==> src/design/gasf_pkg.sv <==
// gasf_pkg: shared types and constants for the global alignment score fill
// used by gasf_ctrl, gasf_cell and global_alignment_score_fill
package gasf_pkg;

  localparam int DEF_MAX_COLUMNS = 1024;
  localparam int DEF_SCORE_BITS  = 32;

  localparam int SYM_W       = 8;
  localparam int ROW_W       = 16;
  localparam int CFG_IDX_W   = 2;
  localparam int CFG_DATA_W  = 8;
  localparam int OUT_SCORE_W = 32;

  localparam logic [ROW_W-1:0] ROW_LIMIT = 16'hFFFF;

  localparam logic ACT_LOAD = 1'b0;
  localparam logic ACT_ROW  = 1'b1;

  localparam logic [CFG_IDX_W-1:0] REG_MATCH    = 2'd0;
  localparam logic [CFG_IDX_W-1:0] REG_MISMATCH = 2'd1;
  localparam logic [CFG_IDX_W-1:0] REG_GAP      = 2'd2;

  localparam logic signed [CFG_DATA_W-1:0] RESET_MATCH    = 8'sd5;
  localparam logic signed [CFG_DATA_W-1:0] RESET_MISMATCH = -8'sd4;
  localparam logic signed [CFG_DATA_W-1:0] RESET_GAP      = -8'sd5;

  typedef struct packed {
    logic signed [CFG_DATA_W-1:0] match_score;
    logic signed [CFG_DATA_W-1:0] mismatch_score;
    logic signed [CFG_DATA_W-1:0] gap_score;
  } score_cfg_t;

  typedef struct packed {
    logic             first_row;
    logic [SYM_W-1:0] sym;
    logic [ROW_W-1:0] row;
    logic             is_final;
  } tag_t;

endpackage

==> src/design/gasf_ctrl.sv <==
// gasf_ctrl: score registers, column bookkeeping, row counter and the head of the cell row
// depends on gasf_pkg
module gasf_ctrl #(
  parameter int MAX_COLUMNS = gasf_pkg::DEF_MAX_COLUMNS,
  parameter int SCORE_BITS  = gasf_pkg::DEF_SCORE_BITS,
  parameter int IDX_W       = 10,
  parameter int CNT_W       = 11
) (
  input  logic                              clk,
  input  logic                              rst_n,
  input  logic                              start,
  input  logic                              in_action,
  input  logic [gasf_pkg::SYM_W-1:0]        in_symbol,
  input  logic                              in_is_last,
  output logic                              busy,
  input  logic                              cfg_we,
  input  logic [gasf_pkg::CFG_IDX_W-1:0]    cfg_index,
  input  logic [gasf_pkg::CFG_DATA_W-1:0]   cfg_data,
  input  logic                              chain_done,
  output gasf_pkg::score_cfg_t              cfg_o,
  output logic [CNT_W-1:0]                  col_count,
  output logic                              load_we,
  output logic [IDX_W-1:0]                  load_idx,
  output logic [gasf_pkg::SYM_W-1:0]        load_sym,
  output logic                              head_valid_r,
  output gasf_pkg::tag_t                    head_tag_r,
  output logic signed [SCORE_BITS-1:0]      head_left_r,
  output logic signed [SCORE_BITS-1:0]      head_diag_r,
  output logic signed [SCORE_BITS-1:0]      head_top_r
);
  import gasf_pkg::*;

  localparam int PW   = ROW_W + 1 + CFG_DATA_W;
  localparam int EW   = (SCORE_BITS > PW) ? SCORE_BITS : PW;
  localparam int FL_W = $clog2(MAX_COLUMNS + 4);

  localparam logic signed [SCORE_BITS-1:0] SMAX = {1'b0, {(SCORE_BITS-1){1'b1}}};
  localparam logic signed [SCORE_BITS-1:0] SMIN = {1'b1, {(SCORE_BITS-1){1'b0}}};

  function automatic logic signed [SCORE_BITS-1:0] sat_p(input logic signed [PW-1:0] p);
    logic signed [EW-1:0] p_e;
    logic signed [EW-1:0] hi_e;
    logic signed [EW-1:0] lo_e;
    p_e  = EW'(p);
    hi_e = EW'(SMAX);
    lo_e = EW'(SMIN);
    if (p_e > hi_e) begin
      return SMAX;
    end else if (p_e < lo_e) begin
      return SMIN;
    end else begin
      return p_e[SCORE_BITS-1:0];
    end
  endfunction

  score_cfg_t        cfg_r;
  logic [CNT_W-1:0]  count_r;
  logic [CNT_W-1:0]  count_nxt;
  logic              load_closed_r;
  logic              load_closed_nxt;
  logic              rows_open_r;
  logic              rows_open_nxt;
  logic [ROW_W-1:0]  rc_r;
  logic [ROW_W-1:0]  rc_nxt;
  logic [FL_W-1:0]   inflight_r;
  logic [FL_W-1:0]   inflight_nxt;

  logic              accept;
  logic              row_req;
  logic              first_row;
  logic [CNT_W-1:0]  count_eff;
  logic              room;
  logic [ROW_W-1:0]  rc_old;
  logic signed [PW-1:0] prod_diag;
  logic signed [PW-1:0] prod_left;

  assign busy      = (inflight_r != '0) && (in_action == ACT_LOAD);
  assign accept    = start && !busy;
  assign row_req   = accept && (in_action == ACT_ROW);
  assign count_eff = load_closed_r ? '0 : count_r;
  assign room      = count_eff < CNT_W'(MAX_COLUMNS);
  assign first_row = !rows_open_r;
  assign rc_old    = first_row ? '0 : rc_r;

  assign load_we   = accept && (in_action == ACT_LOAD) && room;
  assign load_idx  = count_eff[IDX_W-1:0];
  assign load_sym  = in_symbol;
  assign col_count = count_r;
  assign cfg_o     = cfg_r;

  assign prod_diag = $signed({1'b0, rc_old}) * cfg_r.gap_score;
  assign prod_left = $signed({1'b0, rc_nxt}) * cfg_r.gap_score;

  always_comb begin
    count_nxt       = count_r;
    load_closed_nxt = load_closed_r;
    rows_open_nxt   = rows_open_r;
    rc_nxt          = rc_old;
    if (rc_old != ROW_LIMIT) begin
      rc_nxt = rc_old + 1'b1;
    end
    if (accept) begin
      unique case (in_action)
        ACT_LOAD: begin
          count_nxt       = room ? count_eff + 1'b1 : count_eff;
          load_closed_nxt = in_is_last;
          rows_open_nxt   = 1'b0;
        end
        ACT_ROW: begin
          load_closed_nxt = 1'b1;
          rows_open_nxt   = !in_is_last;
        end
        default: begin
        end
      endcase
    end
  end

  always_comb begin
    inflight_nxt = inflight_r;
    if (row_req && !chain_done) begin
      inflight_nxt = inflight_r + 1'b1;
    end else if (!row_req && chain_done) begin
      inflight_nxt = inflight_r - 1'b1;
    end
  end

  always_ff @(posedge clk) begin
    if (!rst_n) begin
      cfg_r.match_score    <= RESET_MATCH;
      cfg_r.mismatch_score <= RESET_MISMATCH;
      cfg_r.gap_score      <= RESET_GAP;
      count_r              <= '0;
      load_closed_r        <= 1'b0;
      rows_open_r          <= 1'b0;
      rc_r                 <= '0;
      inflight_r           <= '0;
      head_valid_r         <= 1'b0;
    end else begin
      if (cfg_we) begin
        unique case (cfg_index)
          REG_MATCH:    cfg_r.match_score    <= cfg_data;
          REG_MISMATCH: cfg_r.mismatch_score <= cfg_data;
          REG_GAP:      cfg_r.gap_score      <= cfg_data;
          default: begin
          end
        endcase
      end
      count_r       <= count_nxt;
      load_closed_r <= load_closed_nxt;
      rows_open_r   <= rows_open_nxt;
      inflight_r    <= inflight_nxt;
      head_valid_r  <= row_req;
      if (row_req) begin
        rc_r <= rc_nxt;
      end
    end
  end

  // row request enters the cell row with its left boundary values
  always_ff @(posedge clk) begin
    if (row_req) begin
      head_tag_r.first_row <= first_row;
      head_tag_r.sym       <= in_symbol;
      head_tag_r.row       <= rc_nxt;
      head_tag_r.is_final  <= in_is_last;
      head_diag_r          <= sat_p(prod_diag);
      head_left_r          <= sat_p(prod_left);
      head_top_r           <= SCORE_BITS'(cfg_r.gap_score);
    end
  end

`ifndef SYNTH
  a_count_bound: assert property (@(posedge clk) disable iff (!rst_n)
    count_r <= CNT_W'(MAX_COLUMNS))
    else $error("column count beyond capacity");

  a_done_in_flight: assert property (@(posedge clk) disable iff (!rst_n)
    chain_done |-> (inflight_r != '0))
    else $error("row result with no request in flight");

  a_head_in_flight: assert property (@(posedge clk) disable iff (!rst_n)
    head_valid_r |-> (inflight_r != '0))
    else $error("head request not counted");

  a_head_row_nonzero: assert property (@(posedge clk) disable iff (!rst_n)
    head_valid_r |-> (head_tag_r.row != '0))
    else $error("row number zero entering the cell row");
`endif

endmodule

==> config.mk <==
export PLATFORM = sky130hd
export DESIGN_NAME = gasf_ctrl
export DESIGN_NICKNAME = d
export VERILOG_FILES = /design/src/design/gasf_pkg.sv /design/src/design/gasf_ctrl.sv
export SDC_FILE = /design/constraint.sdc
export NUM_CORES = 1
export LEC_CHECK = 0
export BUFFER_PORTS_ARGS = -buffer_cell sky130_fd_sc_hd__buf_2
export CAP_MARGIN = 20
export CORE_MARGIN = 8
export CORE_UTILIZATION = 54
export CTS_CLUSTER_SIZE = 8
export DETAILED_ROUTE_END_ITERATION = 12
export PLACE_DENSITY = 0.78
export SYNTH_ARGS = -nofsm -noshare
export SYNTH_HDL_FRONTEND = slang
export SYNTH_SLANG_ARGS = --single-unit
==> constraint.sdc <==
create_clock -name clk -period 7.1 [get_ports clk]
set_clock_uncertainty 0.2 [all_clocks]
set_input_delay 0.355 -clock clk [delete_from_list [all_inputs] [get_ports clk]]
set_output_delay 0.355 -clock clk [all_outputs]
set_load 0.1 [all_outputs]
After elaboration in Yosys (flattened, before gate mapping)
Cells that the tools add are included.
- input port bits: 25
- logic and storage cells: 60
- memories: 0
- memory bits (writable): 0
- register bits: 163
- output and inout port bits: 178
- bits in read-only memories: 0
- bits in latches: 0
- shifts and indexed selects: 0
- divide/modulo/power cells: 0
- reductions and logical operators: 19
- $mul: 2
- equality and inequality tests: 3
- bitwise operators: 1
- mux-type cells: 10
- add/subtract/negate cells: 4
- order comparisons: 5
- operator list (cell ; number):
    25-bit by 32-bit > comparator with 1-bit output (second input constant) ; 2
    25-bit by 32-bit less-than comparator with 1-bit output (second input constant) ; 2
    32-bit 2-to-1 mux ; 2
    17-bit by 8-bit multiplier with 25-bit output ; 2
    11-bit 2-to-1 mux ; 4
    16-bit 2-to-1 mux ; 2
    11-bit by 1-bit adder with 11-bit output (second input constant) ; 2
    16-bit by 1-bit adder with 16-bit output (second input constant) ; 1
    16-bit != test (second input constant) ; 1
    11-bit less-than comparator (second input constant) ; 1
    11-bit nonzero test ; 1
    11-bit by 1-bit subtractor with 11-bit output (second input constant) ; 1
    2-bit AND reduction ; 4
    1-bit logical AND ; 7
    1-bit logical NOT ; 5
    1-bit one-hot mux with 2 select lines ; 2
    2-bit by 1-bit == test with 1-bit output (second input constant) ; 1
    2-bit == test (second input constant) ; 1
    2-bit logical NOT ; 1
    2-bit nonzero test ; 1
    1-bit NOT ; 1

Logic depth before layout (Yosys ltp)
- depth after elaboration: 9
- gate-level depth with buffers: 28
- gate-level depth less buffers: 25

Least setup slack after synthesis
No wires, ideal clock.
- path kind: register to register
- from: reg rows_open_r
- to: reg head_left_r[22], data pin
- arrival: 6.417 ns
- path slack: 0.221 ns
- data required time: 6.638 ns
- buffers on the path: 4
- clock period less this slack: 6.879 ns
- setup time: 0.262 ns
- cell stages (with the launch flop): 27
- path through: dfxtp_1 -> buf_2 -> clkbuf_1 -> nand2_1 -> inv_1 -> ha_1 -> nand4_2 -> or4_4 -> buf_6 -> nand2b_4 -> nand3_2 -> xor2_2 -> nor2_1 -> fa_1 -> fa_1 -> fa_1 -> inv_1 -> fa_1 -> inv_1 -> ha_1 -> buf_2 -> nand2_1 -> o21a_1 -> a2111oi_0 -> nor2_1 -> o31ai_1 -> xnor2_1
- longest elaborated chain between the ends: 6
- elaborated cells on any way between the ends: 8
- classes of those cells: add/sub: 1; mul: 1; order compare: 2; eq/ne: 1; mux: 3
- RTL lines (what ; line ; RTL):
    from (decl) ; gasf_ctrl.sv:61 ; logic rows_open_r;
    from (signal assigned) ; gasf_ctrl.sv:151 ; rows_open_r <= rows_open_nxt;
    16-bit 2-to-1 mux * ; gasf_ctrl.sv:83 ; assign rc_old = first_row ? '0 : rc_r;
    16-bit by 1-bit adder with 16-bit output or 16-bit != test (tied branches) ; gasf_ctrl.sv:100, gasf_ctrl.sv:99 ;
    16-bit 2-to-1 mux * ; gasf_ctrl.sv:99 ; if (rc_old != ROW_LIMIT) begin
    via rc_nxt[4] ; gasf_ctrl.sv:64 ; logic [ROW_W-1:0] rc_nxt;
    17-bit by 8-bit multiplier with 25-bit output * ; gasf_ctrl.sv:92 ; assign prod_left = $signed({1'b0, rc_nxt}) * cfg_r.gap_score;
    25-bit by 32-bit less-than comparator with 1-bit output ; gasf_ctrl.sv:49 ; end else if (p_e < lo_e) begin
    32-bit 2-to-1 mux ; gasf_ctrl.sv:49 ;
    to (signal assigned) ; gasf_ctrl.sv:168 ; head_left_r <= sat_p(prod_left);
    to (decl) ; gasf_ctrl.sv:27 ; output logic signed [SCORE_BITS-1:0] head_left_r,
The timed path passes the listed nets; every way through them passes the cells marked *.
A chain may end at the register's enable or synchronous reset.

Worst setup path after layout
- from: reg rows_open_r
- to: reg head_left_r[21], data pin
Same word-level chain as after synthesis.

==> impl_metrics.json <==
{
  "instances_no_fill": 2207,
  "io_buffer_count": 202,
  "antenna_cells": 0,
  "synth_mux_area_share_pct": 1.29,
  "maxCapViolCount": 0,
  "synth-xor-area-share_pct": 3.52,
  "max-vdd-ir-drop_mv": 0.180,
  "detailedRoute.firstIterationViolations": 891,
  "setup_violations": 0,
  "hp-class": "input pin to flip-flop",
  "required_ns": 7.08,
  "power_w": 0.00312,
  "async_flop_share_pct": 0,
  "min_period_ns": 6.79,
  "yosysWarnings": 0,
  "max_freq_mhz": 147,
  "core_mm2": 0.0285,
  "vias_per_cell": 5.52,
  "num_rows": 62,
  "synth_top_flop_cell": "edfxtp_1",
  "wl_per_cell_um": 17.2,
  "seq_area_frac_synth_pct": 25.0,
  "slew_viol_final": 0,
  "groute.usage.overall_pct": 22.1,
  "power_density_mw_per_mm2": 178,
  "drive_above_1_share_pct": 17.3,
  "postLayoutCoreUtil_pct": 61.3,
  "finalCritPeriodShare_pct": 95.7,
  "cts_tree": "yes",
  "cp-start-kind": "flip-flop",
  "drc": 0,
  "grt_antenna_before_repair": 0,
  "grt_max_degree": 79,
  "gp_congestion": 0.904,
  "wirelength_um": 37900,
  "avgSynthCellArea_um2": 9.38,
  "dr.pass1.iters": 5,
  "clockBufferDepth": 2,
  "crit_arrival_ns": 6.77,
  "grt_pass1_vias": 12379,
  "cts_sinks": 151,
  "boundaryPins": 203,
  "clkLatencyLatePin_ns": 0.43,
  "cp_max_fo": 14,
  "dp_slack_ns": 0.167,
  "cp-end-kind": "flip-flop",
  "post_cts_buffers": 0,
  "p_leak_nw": 8.53,
  "cp_slowest_cell": "a21oi_1",
  "start_util_pct": 54.5,
  "worstPathCellList": "nand2_1, inv_1, ha_1, nand4_2, or4_4, a21oi_1, and2_1, fa_1, fa_1, fa_1, inv_1, fa_1, inv_1, ha_1, a21o_1, o21bai_1, a221o_1, o31ai_1, mux2i_1, o211ai_1",
  "area_delta_synth_final_pct": 12.5,
  "synth_top_family_by_area": "adder cells",
  "n_fill_cell": 2397,
  "crit_start": "rows_open_r$_SDFFE_PN0P_",
  "hp-start": "cfg_data[3]",
  "cpMostUsedCell": "fa_1",
  "cts_buffers": 17,
  "setup_slack_ns": 0.306,
  "die_h_um": 186,
  "gr-total-overflow": 0,
  "synth-simple-area-share_pct": 18.1,
  "syn_area_mm2": 0.0155,
  "placed_cells": 2159,
  "synthAdderAreaFrac_pct": 32.5,
  "status": "completed",
  "tns_ns": 0,
  "grt_pass1_wl_um": 61900,
  "vias": 12192,
  "nets": 2136,
  "post-dp-hpwl_um": 28600,
  "syn_nets": 1984,
  "antenna_left": 0,
  "netlist_instances": 1658,
  "max_stage_delay_ns": 0.68,
  "r2r_start": "rows_open_r$_SDFFE_PN0P_",
  "die_x_um": 186,
  "path_class": "flip-flop to flip-flop",
  "clk_pin_slew_worst_paths_ns": 0.07,
  "dieArea_mm2": 0.0345,
  "htree_levels": 4,
  "final_cell_mix": "249 x inv_1, 203 x buf_2, 171 x fa_1",
  "hold_viol_final": 0,
  "rsz0062_at_grt": "no",
  "worst_slew_pin_slew_ns": 1.09,
  "slew_headroom_pct": 27.2,
  "root_buffer": "clkbuf_16",
  "synth_cell_types": 76,
  "final_common_cell": "inv_1",
  "synth_edf_count": 86,
  "synth_compound_area_share_pct": 9.20,
  "ys_ff_latch": 151
}
logic make-up (layout without fill, tap and decap cells):
kind of cell	Yosys count	in the layout
and+or+nand+nor	536	536
buffers and inverters	385	550
muxes	20	20
AOI/OAI and AO/OA	212	212
DFF	151	151
adders and majority gates	301	301
xor gates and xnor gates	53	53
synthesized netlist by cell type, types with 4 or more instances:
master / count / area [um^2]
and2_1: 104 / 651
clkbuf_1: 77 / 289
nand2_1: 135 / 507
nor3_1: 20 / 100
dfxtp_1: 65 / 1300
o31ai_1: 6 / 45.0
and3_1: 84 / 526
inv_1: 250 / 938
xor2_1: 18 / 158
nor2_1: 68 / 255
nand4_1: 5 / 31.3
and4_1: 4 / 35.0
o21a_1: 8 / 60.1
nor2b_1: 17 / 106
buf_4: 45 / 338
a31oi_1: 7 / 43.8
buf_1: 4 / 15.0
or3_1: 4 / 25.0
fa_1: 171 / 3420
xnor2_1: 27 / 236
a21o_1: 25 / 188
mux2i_1: 20 / 200
buf_2: 5 / 25.0
ha_1: 130 / 1630
a211oi_1: 16 / 120
a2111oi_0: 5 / 43.8
nand3_1: 59 / 295
nand2b_1: 7 / 43.8
nor4_1: 8 / 50.1
edfxtp_1: 86 / 2580
o211ai_1: 10 / 75.1
a21oi_1: 61 / 305
a311oi_1: 5 / 43.8
o21bai_1: 8 / 60.1
o21ai_0: 32 / 160
xnor2_2: 4 / 65.1
registers in the layout, summed over array words and instances (netlist names):
register / cells
head_valid_r: 1
rows_open_r: 1
inflight_r: 11
head_tag_r: 26
rc_r: 16
col_count: 11
head_left_r: 26
load_closed_r: 1
head_top_r: 8
head_diag_r: 26
cfg_o: 24
what timing repair did:
| action | 4_1_cts | 5_1_grt |
|---|---|---|
| hold endpoints to repair | 22 | 0 |
| gates resized for setup | 0 | 7 |
| hold buffers | 16 | 0 |
| endpoints found under the setup margin | 0 | 8 |
path summary, 6_finish.rpt:
path / endpoint / cells after the start / slack [ns]
min: cfg_o[11]$_SDFFE_PN1P_ / 3 / 0.02
min reg2reg: cfg_o[9]$_SDFFE_PN0P_ / 2 / 0.26
max: head_left_r[21]$_SDFFCE_PN1P_ / 20 / 0.31
max reg2reg: head_left_r[21]$_SDFFCE_PN1P_ / 20 / 0.31
where the power goes:
part / leakage [nW] / total, W / internal [W] / switching (W)
Clock: 0.283 / 0.000932 / 0.000488 / 0.000444
Combinational: 6.94 / 0.00112 / 0.000325 / 0.000798
Sequential: 1.31 / 0.00106 / 0.00101 / 0.0000542
Total: 8.53 / 0.00312 / 0.00182 / 0.00130
layer usage:
| layer | vias up | wire, um | track usage (%) |
|---|---|---|---|
| met5 | - | 0 | 0 |
| met3 | 66 | 3330 | 4.35 |
| li1 | 5712 | - | - |
| met1 | 5907 | 15700 | 28.6 |
| met4 | 0 | 872 | 7.11 |
| met2 | 507 | 18100 | 37.0 |
critical path: cells and delay by family (launching register included):
family                     cells  cell delay (ns)
DFF                            1             0.44
AOI/OAI and AO/OA              6             1.80
muxes                          1             0.24
adders and majority gates      6             2.52
and+or+nand+nor                4             1.14
buffers and inverters          3             0.20
through the flow:
step                hold WS (ns)  area (um^2)
floorplan                  0.254        15500
global placement           0.244        16700
detailed placement         0.248        16700
CTS                       0.0117        17500
global route             0.00899        17500
finish                    0.0156        17500
layout make-up:
| cell class | count | area [um^2] | area share, % |
|---|---|---|---|
| multi-input combinational | 1122 | 10100 | 57.6 |
| clock inverter | 13 | 126 | 0.723 |
| sequential | 151 | 3890 | 22.2 |
| inverter | 253 | 952 | 5.44 |
| clock buffer | 19 | 454 | 2.60 |
| tap | 384 | 480 | 2.75 |
| timing repair buffer | 265 | 1520 | 8.70 |
No activity file was read; power rests on OpenSTA's default activity.
